File: config.mk
export PLATFORM = sky130hd
export DESIGN_NAME = command_retransmit_tracker_flat
export DESIGN_NICKNAME = d
export VERILOG_FILES = /design/src/rtl/crt_pkg.sv /design/src/rtl/crt_if.sv /design/src/rtl/crt_table_mem.sv /design/src/rtl/crt_out_reg.sv /design/src/rtl/crt_walker.sv /design/src/rtl/command_retransmit_tracker.sv /design/src/flat_wrapper.sv
export VERILOG_INCLUDE_DIRS = /design/src /design/src/rtl
export SDC_FILE = /design/constraint.sdc
export NUM_CORES = 1
export LEC_CHECK = 0
export CORE_MARGIN = 5
export CORE_UTILIZATION = 49
export DETAILED_ROUTE_END_ITERATION = 8
export DONT_BUFFER_PORTS = 1
export PLACE_DENSITY_LB_ADDON = 0.25
export SYNTH_ARGS = -nofsm -noshare
export SYNTH_HDL_FRONTEND = slang
export SYNTH_HIERARCHICAL = 1
export SYNTH_SLANG_ARGS = --single-unit
File: constraint.sdc
create_clock -name clk -period 11.4 [get_ports clk]
set_input_delay 1.14 -clock clk [delete_from_list [all_inputs] [get_ports clk]]
set_output_delay 1.14 -clock clk [all_outputs]
set_load 0.03 [all_outputs]
File: src/rtl/command_retransmit_tracker_assert.svh
// ----------------------------------------------------------------------------
// command retransmit tracker assertion macros
// concurrent checks clocked on clk and held off while rst_n is low
// ----------------------------------------------------------------------------
`ifndef COMMAND_RETRANSMIT_TRACKER_ASSERT_SVH
`define COMMAND_RETRANSMIT_TRACKER_ASSERT_SVH
`ifndef SYNTHESIS
// antecedent implies consequent in the same cycle
`define CRT_ASSERT_NOW(lbl, ante, cons, msg) \
  lbl: assert property (@(posedge clk) disable iff (!rst_n) (ante) |-> (cons)) \
    else $error(msg);
// antecedent implies consequent in the next cycle
`define CRT_ASSERT_NEXT(lbl, ante, cons, msg) \
  lbl: assert property (@(posedge clk) disable iff (!rst_n) (ante) |=> (cons)) \
    else $error(msg);
`else
`define CRT_ASSERT_NOW(lbl, ante, cons, msg)
`define CRT_ASSERT_NEXT(lbl, ante, cons, msg)
`endif
`endif

File: src/rtl/crt_pkg.sv
`timescale 1ns / 1ps
// ----------------------------------------------------------------------------
// crt_pkg
// shared widths, codes and record types of the command retransmit tracker
// ----------------------------------------------------------------------------
package crt_pkg;

  // table size limits
  localparam int DEPTH_CAP           = 8;
  localparam int TABLE_DEPTH_DEFAULT = 8;
  localparam int STAT_CNT_W          = 4;

  // field widths
  localparam int OP_W       = 2;
  localparam int CMD_W      = 16;
  localparam int DLY_W      = 16;
  localparam int TX_W       = 8;
  localparam int RES_W      = 8;
  localparam int ID_W       = 8;
  localparam int KIND_W     = 3;
  localparam int SLOT_W     = 3;
  localparam int CFG_IDX_W  = 1;
  localparam int CFG_DATA_W = 8;

  // ack result code meaning accepted
  localparam logic [RES_W-1:0] RESULT_ACCEPTED = 8'd0;

  // configuration register indexes
  localparam logic [CFG_IDX_W-1:0] REG_OWN_SYS  = 1'b0;
  localparam logic [CFG_IDX_W-1:0] REG_OWN_COMP = 1'b1;

  typedef enum logic [OP_W-1:0] {
    OP_SUBMIT = 2'd0,
    OP_ACK    = 2'd1,
    OP_TICK   = 2'd2,
    OP_NONE   = 2'd3
  } op_t;

  typedef enum logic [KIND_W-1:0] {
    KIND_TRANSMIT    = 3'd0,
    KIND_FULL        = 3'd1,
    KIND_ACKED       = 3'd2,
    KIND_NO_RESPONSE = 3'd3,
    KIND_NOT_FOR_US  = 3'd4,
    KIND_UNMATCHED   = 3'd5
  } kind_t;

  // one outstanding command as held in the table memory
  typedef struct packed {
    logic [CMD_W-1:0] command;
    logic [TX_W-1:0]  sent;
    logic [TX_W-1:0]  wanted;
    logic [DLY_W-1:0] delay;
    logic [DLY_W-1:0] age;
  } entry_t;

  // one result transaction
  typedef struct packed {
    kind_t             kind;
    logic [SLOT_W-1:0] slot;
    logic [CMD_W-1:0]  command;
    logic [TX_W-1:0]   confirmation;
    logic [RES_W-1:0]  reported;
    logic              accepted;
    logic              last;
  } res_t;

  // walker status seen by the top level
  typedef struct packed {
    logic                  busy;
    logic [STAT_CNT_W-1:0] count;
  } stat_t;

  // depth actually served: one to eight entries
  function automatic int eff_depth(input int d);
    int r;
    r = d;
    if (r < 1) r = 1;
    if (r > DEPTH_CAP) r = DEPTH_CAP;
    return r;
  endfunction

endpackage

File: src/rtl/crt_if.sv
`timescale 1ns / 1ps
// ----------------------------------------------------------------------------
// crt channel interfaces
// valid/ready channels for commands in and results out
// ----------------------------------------------------------------------------
interface crt_in_if import crt_pkg::*; ();
  logic              valid;
  logic              ready;
  logic [OP_W-1:0]   op;
  logic [CMD_W-1:0]  cmd_num;
  logic [DLY_W-1:0]  resend_delay;
  logic [TX_W-1:0]   wanted_transmissions;
  logic [RES_W-1:0]  ack_result;
  logic [ID_W-1:0]   dest_sys;
  logic [ID_W-1:0]   dest_comp;

  modport source (
    output valid, op, cmd_num, resend_delay, wanted_transmissions,
           ack_result, dest_sys, dest_comp,
    input  ready
  );
  modport sink (
    input  valid, op, cmd_num, resend_delay, wanted_transmissions,
           ack_result, dest_sys, dest_comp,
    output ready
  );
endinterface

interface crt_out_if import crt_pkg::*; ();
  logic              valid;
  logic              ready;
  logic [KIND_W-1:0] kind;
  logic [SLOT_W-1:0] slot;
  logic [CMD_W-1:0]  result_command;
  logic [TX_W-1:0]   confirmation;
  logic [RES_W-1:0]  reported_result;
  logic              accepted;
  logic              last;

  modport source (
    output valid, kind, slot, result_command, confirmation, reported_result,
           accepted, last,
    input  ready
  );
  modport sink (
    input  valid, kind, slot, result_command, confirmation, reported_result,
           accepted, last,
    output ready
  );
endinterface

File: src/rtl/crt_table_mem.sv
`timescale 1ns / 1ps
// ----------------------------------------------------------------------------
// crt_table_mem
// command table storage: one write port, one registered read port
// ----------------------------------------------------------------------------
module crt_table_mem import crt_pkg::*; #(
  parameter int DEPTH = DEPTH_CAP,
  parameter int IDX_W = 3
) (
  input  logic             clk,
  input  logic             we,
  input  logic [IDX_W-1:0] waddr,
  input  entry_t           wdata,
  input  logic             re,
  input  logic [IDX_W-1:0] raddr,
  output entry_t           rdata
);

  entry_t mem_r [DEPTH];
  entry_t rdata_r;

  // write port
  always_ff @(posedge clk) begin
    if (we) begin
      mem_r[waddr] <= wdata;
    end
  end

  // read port, registered, data held until the next read
  always_ff @(posedge clk) begin
    if (re) begin
      rdata_r <= mem_r[raddr];
    end
  end

  assign rdata = rdata_r;

endmodule

File: src/rtl/crt_out_reg.sv
`timescale 1ns / 1ps
// ----------------------------------------------------------------------------
// crt_out_reg
// output register between the walker and the result channel
// ----------------------------------------------------------------------------
module crt_out_reg import crt_pkg::*; (
  input  logic             clk,
  input  logic             rst_n,
  input  logic             push,
  input  res_t             push_data,
  output logic             space,
  crt_out_if.source        out_ch
);

  logic full_r;
  res_t data_r;

  // room when empty or when the held transaction leaves this cycle
  assign space = !full_r || out_ch.ready;

  always_ff @(posedge clk) begin
    if (!rst_n) begin
      full_r <= 1'b0;
    end else if (push) begin
      full_r <= 1'b1;
    end else if (out_ch.ready) begin
      full_r <= 1'b0;
    end
  end

  always_ff @(posedge clk) begin
    if (push) begin
      data_r <= push_data;
    end
  end

  assign out_ch.valid           = full_r;
  assign out_ch.kind            = data_r.kind;
  assign out_ch.slot            = data_r.slot;
  assign out_ch.result_command  = data_r.command;
  assign out_ch.confirmation    = data_r.confirmation;
  assign out_ch.reported_result = data_r.reported;
  assign out_ch.accepted        = data_r.accepted;
  assign out_ch.last            = data_r.last;

endmodule

File: src/rtl/crt_walker.sv
`timescale 1ns / 1ps
// ----------------------------------------------------------------------------
// crt_walker
// command sequencer: appends, walks the table for acks and ticks, closes gaps
// ----------------------------------------------------------------------------
module crt_walker import crt_pkg::*; #(
  parameter int DEPTH = DEPTH_CAP,
  parameter int IDX_W = 3,
  parameter int CNT_W = 4
) (
  input  logic             clk,
  input  logic             rst_n,
  crt_in_if.sink           in_ch,
  input  logic [ID_W-1:0]  own_sys,
  input  logic [ID_W-1:0]  own_comp,
  output logic             mem_we,
  output logic [IDX_W-1:0] mem_waddr,
  output entry_t           mem_wdata,
  output logic             mem_re,
  output logic [IDX_W-1:0] mem_raddr,
  input  entry_t           mem_rdata,
  output logic             push,
  output res_t             push_data,
  input  logic             space,
  output stat_t            stat
);

  typedef enum logic [3:0] {
    ST_IDLE  = 4'b0001,
    ST_READ  = 4'b0010,
    ST_PROC  = 4'b0100,
    ST_FLUSH = 4'b1000
  } wk_state_t;

  wk_state_t        state_r, state_nxt;
  op_t              op_r, op_nxt;
  logic [CMD_W-1:0] cmd_r, cmd_nxt;
  logic [RES_W-1:0] ack_res_r, ack_res_nxt;
  logic [CNT_W-1:0] idx_r, idx_nxt;
  logic [CNT_W-1:0] wr_r, wr_nxt;
  logic [CNT_W-1:0] n_r, n_nxt;
  logic [CNT_W-1:0] count_r, count_nxt;
  logic             found_r, found_nxt;
  logic             pend_valid_r, pend_valid_nxt;
  res_t             pend_r, pend_nxt;

  // per-entry evaluation of the word just read
  logic [DLY_W-1:0] age_inc;
  logic             timeout;
  logic             can_send;
  logic             cmd_hit;
  logic             last_entry;
  logic [CNT_W-1:0] shift_addr;
  entry_t           upd_entry;
  res_t             new_res;

  always_comb begin
    age_inc    = (mem_rdata.age == '1) ? mem_rdata.age : mem_rdata.age + DLY_W'(1);
    timeout    = age_inc > mem_rdata.delay;
    can_send   = mem_rdata.sent < mem_rdata.wanted;
    cmd_hit    = mem_rdata.command == cmd_r;
    last_entry = (idx_r + CNT_W'(1)) == n_r;
    shift_addr = idx_r - CNT_W'(1);

    // aged entry, resent if due and allowed
    upd_entry = mem_rdata;
    upd_entry.age = age_inc;
    if (timeout && can_send) begin
      upd_entry.sent = mem_rdata.sent + TX_W'(1);
      upd_entry.age  = '0;
    end

    // result of a timeout
    new_res              = '0;
    new_res.slot         = SLOT_W'(idx_r);
    new_res.command      = mem_rdata.command;
    new_res.kind         = can_send ? KIND_TRANSMIT : KIND_NO_RESPONSE;
    new_res.confirmation = upd_entry.sent;
  end

  // sequencer
  always_comb begin
    state_nxt      = state_r;
    op_nxt         = op_r;
    cmd_nxt        = cmd_r;
    ack_res_nxt    = ack_res_r;
    idx_nxt        = idx_r;
    wr_nxt         = wr_r;
    n_nxt          = n_r;
    count_nxt      = count_r;
    found_nxt      = found_r;
    pend_valid_nxt = pend_valid_r;
    pend_nxt       = pend_r;
    mem_we         = 1'b0;
    mem_waddr      = wr_r[IDX_W-1:0];
    mem_wdata      = upd_entry;
    mem_re         = 1'b0;
    mem_raddr      = idx_r[IDX_W-1:0];
    push           = 1'b0;
    push_data      = pend_r;
    in_ch.ready    = state_r == ST_IDLE;

    unique case (state_r)
      ST_IDLE: begin
        if (in_ch.valid) begin
          op_nxt         = op_t'(in_ch.op);
          cmd_nxt        = in_ch.cmd_num;
          ack_res_nxt    = in_ch.ack_result;
          idx_nxt        = '0;
          wr_nxt         = '0;
          n_nxt          = count_r;
          found_nxt      = 1'b0;
          pend_valid_nxt = 1'b0;
          pend_nxt       = '0;
          pend_nxt.command = in_ch.cmd_num;
          unique case (op_t'(in_ch.op))
            OP_SUBMIT: begin
              pend_valid_nxt = 1'b1;
              state_nxt      = ST_FLUSH;
              if (count_r == CNT_W'(DEPTH)) begin
                pend_nxt.kind = KIND_FULL;
              end else begin
                // append at the tail, sent once
                mem_we            = 1'b1;
                mem_waddr         = count_r[IDX_W-1:0];
                mem_wdata.command = in_ch.cmd_num;
                mem_wdata.sent    = TX_W'(1);
                mem_wdata.wanted  = in_ch.wanted_transmissions;
                mem_wdata.delay   = in_ch.resend_delay;
                mem_wdata.age     = '0;
                count_nxt         = count_r + CNT_W'(1);
                pend_nxt.kind         = KIND_TRANSMIT;
                pend_nxt.slot         = SLOT_W'(count_r);
                pend_nxt.confirmation = TX_W'(1);
              end
            end
            OP_ACK: begin
              if (in_ch.dest_sys != own_sys || in_ch.dest_comp != own_comp) begin
                pend_nxt.kind  = KIND_NOT_FOR_US;
                pend_valid_nxt = 1'b1;
                state_nxt      = ST_FLUSH;
              end else if (count_r == '0) begin
                pend_nxt.kind  = KIND_UNMATCHED;
                pend_valid_nxt = 1'b1;
                state_nxt      = ST_FLUSH;
              end else begin
                state_nxt = ST_READ;
              end
            end
            OP_TICK: begin
              if (count_r != '0) begin
                state_nxt = ST_READ;
              end
            end
            OP_NONE: begin
              state_nxt = ST_IDLE;
            end
            default: begin
              state_nxt = ST_IDLE;
            end
          endcase
        end
      end

      ST_READ: begin
        mem_re    = 1'b1;
        state_nxt = ST_PROC;
      end

      ST_PROC: begin
        if (op_r == OP_ACK) begin
          // search for the oldest match, then shift the rest down by one
          if (!found_r) begin
            if (cmd_hit) begin
              found_nxt             = 1'b1;
              count_nxt             = count_r - CNT_W'(1);
              pend_valid_nxt        = 1'b1;
              pend_nxt              = '0;
              pend_nxt.kind         = KIND_ACKED;
              pend_nxt.slot         = SLOT_W'(idx_r);
              pend_nxt.command      = cmd_r;
              pend_nxt.confirmation = mem_rdata.sent;
              pend_nxt.reported     = ack_res_r;
              pend_nxt.accepted     = ack_res_r == RESULT_ACCEPTED;
            end
          end else begin
            mem_we    = 1'b1;
            mem_waddr = shift_addr[IDX_W-1:0];
            mem_wdata = mem_rdata;
          end
          if (last_entry) begin
            state_nxt = ST_FLUSH;
            if (!found_r && !cmd_hit) begin
              pend_valid_nxt = 1'b1;
              pend_nxt       = '0;
              pend_nxt.kind  = KIND_UNMATCHED;
              pend_nxt.command = cmd_r;
            end
          end else begin
            idx_nxt   = idx_r + CNT_W'(1);
            state_nxt = ST_READ;
          end
        end else begin
          // tick: age, resend or drop, keep survivors packed at the front
          if (!(timeout && pend_valid_r) || space) begin
            if (timeout && pend_valid_r) begin
              push           = 1'b1;
              push_data      = pend_r;
              push_data.last = 1'b0;
            end
            if (timeout) begin
              pend_valid_nxt = 1'b1;
              pend_nxt       = new_res;
            end
            if (!timeout || can_send) begin
              mem_we = 1'b1;
              wr_nxt = wr_r + CNT_W'(1);
            end
            if (last_entry) begin
              count_nxt = wr_nxt;
              state_nxt = ST_FLUSH;
            end else begin
              idx_nxt   = idx_r + CNT_W'(1);
              state_nxt = ST_READ;
            end
          end
        end
      end

      ST_FLUSH: begin
        if (!pend_valid_r) begin
          state_nxt = ST_IDLE;
        end else if (space) begin
          push           = 1'b1;
          push_data      = pend_r;
          push_data.last = 1'b1;
          pend_valid_nxt = 1'b0;
          state_nxt      = ST_IDLE;
        end
      end

      default: begin
        state_nxt = ST_IDLE;
      end
    endcase
  end

  // control state
  always_ff @(posedge clk) begin
    if (!rst_n) begin
      state_r      <= ST_IDLE;
      count_r      <= '0;
      pend_valid_r <= 1'b0;
      found_r      <= 1'b0;
    end else begin
      state_r      <= state_nxt;
      count_r      <= count_nxt;
      pend_valid_r <= pend_valid_nxt;
      found_r      <= found_nxt;
    end
  end

  // working registers of the current transaction
  always_ff @(posedge clk) begin
    op_r      <= op_nxt;
    cmd_r     <= cmd_nxt;
    ack_res_r <= ack_res_nxt;
    idx_r     <= idx_nxt;
    wr_r      <= wr_nxt;
    n_r       <= n_nxt;
    pend_r    <= pend_nxt;
  end

  assign stat.busy  = state_r != ST_IDLE;
  assign stat.count = STAT_CNT_W'(count_r);

endmodule

File: src/rtl/command_retransmit_tracker.sv
`timescale 1ns / 1ps
// ----------------------------------------------------------------------------
// command_retransmit_tracker
// arrival-ordered table of outstanding commands with ack matching and timeouts
// ----------------------------------------------------------------------------
//  channel  direction  carries
//  in_ch    sink       submit, ack or tick transaction
//  out_ch   source     transmit / full / acked / no response / ignored / unmatched results
//  cfg_*    write      own system id (index 0), own component id (index 1)
//
// submit, foreign ack, ack on an empty table: a flush state pushes the result into the output register
// own ack and tick on a filled table: a read state and a process state per occupied
// entry, then a flush state, paced by the single registered table read port
// tick on an empty table and unknown op: the walker stays idle, no result
// reset leaves the table empty at once; no clearing pass
// a stalled result channel holds the walk until the output register frees
// ----------------------------------------------------------------------------
`include "command_retransmit_tracker_assert.svh"

module command_retransmit_tracker import crt_pkg::*; #(
  parameter int TABLE_DEPTH = TABLE_DEPTH_DEFAULT
) (
  input  logic                  clk,
  input  logic                  rst_n,
  crt_in_if.sink                in_ch,
  crt_out_if.source             out_ch,
  input  logic                  cfg_we,
  input  logic [CFG_IDX_W-1:0]  cfg_index,
  input  logic [CFG_DATA_W-1:0] cfg_wdata
);

  localparam int DEPTH_EFF = eff_depth(TABLE_DEPTH);
  localparam int IDX_W     = (DEPTH_EFF > 1) ? $clog2(DEPTH_EFF) : 1;
  localparam int CNT_W     = $clog2(DEPTH_EFF + 1);

  logic [ID_W-1:0] own_sys_r;
  logic [ID_W-1:0] own_comp_r;

  logic             mem_we;
  logic [IDX_W-1:0] mem_waddr;
  entry_t           mem_wdata;
  logic             mem_re;
  logic [IDX_W-1:0] mem_raddr;
  entry_t           mem_rdata;
  logic             push;
  res_t             push_data;
  logic             space;
  stat_t            stat;

  // node identity registers
  always_ff @(posedge clk) begin
    if (!rst_n) begin
      own_sys_r  <= '0;
      own_comp_r <= '0;
    end else if (cfg_we) begin
      unique case (cfg_index)
        REG_OWN_SYS:  own_sys_r  <= cfg_wdata[ID_W-1:0];
        REG_OWN_COMP: own_comp_r <= cfg_wdata[ID_W-1:0];
        default: ;
      endcase
    end
  end

  crt_walker #(
    .DEPTH (DEPTH_EFF),
    .IDX_W (IDX_W),
    .CNT_W (CNT_W)
  ) u_walker (
    .clk       (clk),
    .rst_n     (rst_n),
    .in_ch     (in_ch),
    .own_sys   (own_sys_r),
    .own_comp  (own_comp_r),
    .mem_we    (mem_we),
    .mem_waddr (mem_waddr),
    .mem_wdata (mem_wdata),
    .mem_re    (mem_re),
    .mem_raddr (mem_raddr),
    .mem_rdata (mem_rdata),
    .push      (push),
    .push_data (push_data),
    .space     (space),
    .stat      (stat)
  );

  crt_table_mem #(
    .DEPTH (DEPTH_EFF),
    .IDX_W (IDX_W)
  ) u_table (
    .clk   (clk),
    .we    (mem_we),
    .waddr (mem_waddr),
    .wdata (mem_wdata),
    .re    (mem_re),
    .raddr (mem_raddr),
    .rdata (mem_rdata)
  );

  crt_out_reg u_out (
    .clk       (clk),
    .rst_n     (rst_n),
    .push      (push),
    .push_data (push_data),
    .space     (space),
    .out_ch    (out_ch)
  );

  // checks
  `CRT_ASSERT_NOW(a_count_bound, 1'b1, stat.count <= STAT_CNT_W'(DEPTH_EFF), "table count overflow")
  `CRT_ASSERT_NOW(a_push_has_room, push, space, "result pushed into a full output register")
  `CRT_ASSERT_NEXT(a_busy_after_accept, in_ch.valid && in_ch.ready && (in_ch.op == OP_SUBMIT || in_ch.op == OP_ACK), stat.busy && !in_ch.ready, "walker idle after submit or ack")

endmodule
File: src/flat_wrapper.sv
// flat-port wrapper written by rule: the top's interface ports become plain ports
module command_retransmit_tracker_flat import crt_pkg::*;
#(
  parameter int TABLE_DEPTH = TABLE_DEPTH_DEFAULT
)
  (clk, rst_n, cfg_we, cfg_index, cfg_wdata, in_ch_valid, in_ch_op, in_ch_cmd_num, in_ch_resend_delay, in_ch_wanted_transmissions, in_ch_ack_result, in_ch_dest_sys, in_ch_dest_comp, in_ch_ready, out_ch_valid, out_ch_kind, out_ch_slot, out_ch_result_command, out_ch_confirmation, out_ch_reported_result, out_ch_accepted, out_ch_last, out_ch_ready);
  crt_in_if in_ch_i ();
  crt_out_if out_ch_i ();
  input  logic clk;
  input  logic rst_n;
  input  logic cfg_we;
  input  logic [CFG_IDX_W-1:0] cfg_index;
  input  logic [CFG_DATA_W-1:0] cfg_wdata;
  input wire logic [$bits(in_ch_i.valid)-1:0] in_ch_valid;
  input wire logic [$bits(in_ch_i.op)-1:0] in_ch_op;
  input wire logic [$bits(in_ch_i.cmd_num)-1:0] in_ch_cmd_num;
  input wire logic [$bits(in_ch_i.resend_delay)-1:0] in_ch_resend_delay;
  input wire logic [$bits(in_ch_i.wanted_transmissions)-1:0] in_ch_wanted_transmissions;
  input wire logic [$bits(in_ch_i.ack_result)-1:0] in_ch_ack_result;
  input wire logic [$bits(in_ch_i.dest_sys)-1:0] in_ch_dest_sys;
  input wire logic [$bits(in_ch_i.dest_comp)-1:0] in_ch_dest_comp;
  output wire logic [$bits(in_ch_i.ready)-1:0] in_ch_ready;
  output wire logic [$bits(out_ch_i.valid)-1:0] out_ch_valid;
  output wire logic [$bits(out_ch_i.kind)-1:0] out_ch_kind;
  output wire logic [$bits(out_ch_i.slot)-1:0] out_ch_slot;
  output wire logic [$bits(out_ch_i.result_command)-1:0] out_ch_result_command;
  output wire logic [$bits(out_ch_i.confirmation)-1:0] out_ch_confirmation;
  output wire logic [$bits(out_ch_i.reported_result)-1:0] out_ch_reported_result;
  output wire logic [$bits(out_ch_i.accepted)-1:0] out_ch_accepted;
  output wire logic [$bits(out_ch_i.last)-1:0] out_ch_last;
  input wire logic [$bits(out_ch_i.ready)-1:0] out_ch_ready;
  assign in_ch_i.valid = in_ch_valid;
  assign in_ch_i.op = in_ch_op;
  assign in_ch_i.cmd_num = in_ch_cmd_num;
  assign in_ch_i.resend_delay = in_ch_resend_delay;
  assign in_ch_i.wanted_transmissions = in_ch_wanted_transmissions;
  assign in_ch_i.ack_result = in_ch_ack_result;
  assign in_ch_i.dest_sys = in_ch_dest_sys;
  assign in_ch_i.dest_comp = in_ch_dest_comp;
  assign in_ch_ready = in_ch_i.ready;
  assign out_ch_valid = out_ch_i.valid;
  assign out_ch_kind = out_ch_i.kind;
  assign out_ch_slot = out_ch_i.slot;
  assign out_ch_result_command = out_ch_i.result_command;
  assign out_ch_confirmation = out_ch_i.confirmation;
  assign out_ch_reported_result = out_ch_i.reported_result;
  assign out_ch_accepted = out_ch_i.accepted;
  assign out_ch_last = out_ch_i.last;
  assign out_ch_i.ready = out_ch_ready;
  command_retransmit_tracker #(.TABLE_DEPTH(TABLE_DEPTH)) u_core (.clk(clk), .rst_n(rst_n), .in_ch(in_ch_i), .out_ch(out_ch_i), .cfg_we(cfg_we), .cfg_index(cfg_index), .cfg_wdata(cfg_wdata));
endmodule
==> impl_metrics.csv <==
group,metric,value,unit
critical_path,crit_path_start_kind,"register",
synthesis,yosys_warnings,6,
sta,fin_crit,6320,ps
sta,setup-violations-final,0,
final_layout,antenna_cells,0,
floorplanning,ios,122,
clock_tree,cts_tree,"done",
placed_design,portBuffers,0,
clock_tree,insertion_delay,610,ps
route,met3_length,3520,microns
clock_tree,htreeDepth,3,
floorplanning,fp.dieH,257,microns
clock_tree,cts_buffers,75,
critical_path,worstPathCellList,"ha_1, nand2_1, nor4_4, nand4_1, nor3b_1, nand3_1, nor2_1, xor2_1, ha_1, nand2_1, nor3_1, a2111oi_0, a31o_4, a21oi_1, o21ai_0, nand2b_1, nor2_4, buf_4",
floorplanning,die_area,0.0661,sq mm
placed_design,globalplace.congestion,0.792,
floorplanning,start_util,0.495,
critical_path,crit_required,11630,ps
route,drt-total-wl,61900,microns
run,drv_cap,0,
synthesis,syn_inst,1696,
clock_tree,cts-root-buf,"clkbuf_16",
route,top_layer_used,"met4",
sta,tightest_slew,1200,ps
clock_tree,clockBufferDepth,3,
sta,hold_viol_final,0,
route,routedWlPerCell,24.5,microns
final_layout,multiInputGateArea,0.00776,sq mm
sta,fmax,0.158,GHz
route,wirelength_met1,26800,microns
sta,slew_viol_final,0,
clock_tree,post_cts_resized,0,
synthesis,avgSynthCellArea,17.6,sq um
clock_tree,post_cts_buffers,0,
floorplanning,rows,90,
status,outcome,"finished, final reports clean",
route,num_vias,15000,
critical_path,cp_max_fo,36,
global_routing,grt_overflow_total,0,
sta,timing.final.crit_share,0.554,
sta,timing.slew.headroom,0.196,
global_routing,grt_pass1_vias,15500,
clock_tree,cts_hold_buffers,0,
critical_path,critical_path_arrival,6550,ps
critical_path,crit_family,"simple AND/OR/NAND/NOR gates",
route,wl_met2,30300,microns
final_layout,drive_above_1_share,0.205,
global_routing,grt_max_degree,98,
route,drt_iter0_markers,1172,
route,post-route-drc-count,0,
critical_path,path_buf_inv,1,
placed_design,hpwlAfterDp,35600,microns
critical_path,slowest_delay,940,ps
clock_tree,clkSlewWorstSetupHoldPaths,60,ps
sta,clock_skew,21.1,ps
floorplanning,die_width,257,microns
route,dr.pass1.iters,6,
critical_path,worstSetupPathType,"register to register",
final_layout,nNetsFinal,1793,
final_layout,seqCellArea,0.0214,sq mm
power,irDropWorstVdd,108,uV
route,postRouteAntennaNets,0,
power,power.leakage,10.5,nW
final_layout,final_common_cell,"edfxtp_1",
critical_path,slowest_stage,"nor2_4",
power,power_density,173,mW/mm^2
sta,tns,0,ps
floorplanning,core-area,0.0605,sq mm
global_routing,grt_pass1_wl,95600,microns
placed_design,dpl_cell_area,0.0305,sq mm
synthesis,synth_area,0.0299,sq mm
global_routing,antenna_found_initial,1,
final_layout,fillCellCount,4665,
global_routing,grtUsageTotal,0.187,
final_layout,design_area,0.0328,sq mm
clock_tree,clock_sinks,721,
route,viasPerCell,5.95,
critical_path,crit_path_end_kind,"register",
final_layout,final_cell_mix,"edfxtp_1, nand2_1, mux4_2, clkbuf_16, mux2_2",
final_layout,area_growth,9.48,%
worst_hold_path,hp-class,"register to register",
sta,rsz0062_at_grt,"no",
synthesis,syn-num-nets,1806,
==> layout make-up <==
type,instances,share of cell area
multi-input cells,822,0.237
well taps,782,0.0299
clock buffers,92,0.0599
repair buffers,29,0.00703
flip-flops and latches,721,0.653
clock inverters,45,0.00978
inverters,34,0.00390
==> sequential cells by signal, summed over array words and instances (netlist names), 2 cells and up, named ones only <==
register / cells
u_core/u_walker/wr_r: 4
u_core/u_walker/op_r: 2
u_core/u_walker/pend_r: 24
u_core/u_out/out_ch.slot: 3
u_core/u_out/out_ch.confirmation: 8
u_core/own_sys_r: 8
u_core/u_walker/n_r: 4
u_core/u_table/rdata: 64
u_core/u_walker/idx_r: 4
u_core/u_walker/state_r: 4
u_core/own_comp_r: 8
u_core/u_walker/cmd_r: 16
u_core/u_out/out_ch.kind: 3
u_core/u_table/mem_r: 512
u_core/u_out/out_ch.result_command: 16
u_core/u_out/out_ch.reported_result: 8
u_core/u_walker/count_r: 4
u_core/u_walker/ack_res_r: 8
==> worst paths after layout <==
kind | to | slack, ps | start | cells after the start
hold / removal | u_core/u_out/out_ch.result_command[0] | 410 | register | 0
setup reg to reg | u_core/u_table/mem_r[2][29] | 5080 | u_core/u_table/rdata[0] | 18
hold reg to reg | u_core/u_out/out_ch.result_command[0] | 410 | register | 0
setup / recovery | u_core/u_table/mem_r[2][29] | 5080 | u_core/u_table/rdata[0] | 18
==> metal layers <==
| layer | vias to the layer above | GRT usage |
|---|---|---|
| li1 | 6652 | - |
| met1 | 7805 | 0.264 |
| met2 | 474 | 0.304 |
| met3 | 87 | 0.0347 |
| met4 | 0 | 0.0476 |
| met5 | - | 0 |
==> worst register-to-register path, cell delays in order, from the launching register on <==
cell and delay [ps]:
edfxtp_1 440, ha_1 250, nand2_1 140, nor4_4 70
nand4_1 340, nor3b_1 490, nand3_1 260, nor2_1 200
xor2_1 200, ha_1 260, nand2_1 100, nor3_1 60
a2111oi_0 530, a31o_4 390, a21oi_1 70, o21ai_0 230
nand2b_1 260, nor2_4 940, buf_4 680
==> report_power, final <==
part / total, mW / switching [mW] / internal, mW
sequential: 3.02 / 0.0324 / 2.98
clock: 2.27 / 0.972 / 1.30
combinational: 0.376 / 0.211 / 0.165
==> stage by stage <==
step	util	hold slack, ps	total power [mW]	std cells	setup WS, ps
2_1_floorplan	-	447	3.38	1696	2820
3_3_place_gp	0.504	401	3.44	2388	5150
3_5_place_dp	0.504	405	3.45	2388	5070
4_1_cts	0.542	416	5.73	2525	5030
5_1_grt	0.542	421	5.87	2525	4620
6_report	0.542	414	5.66	2525	5080
Power figures use the tool's default switching activity.
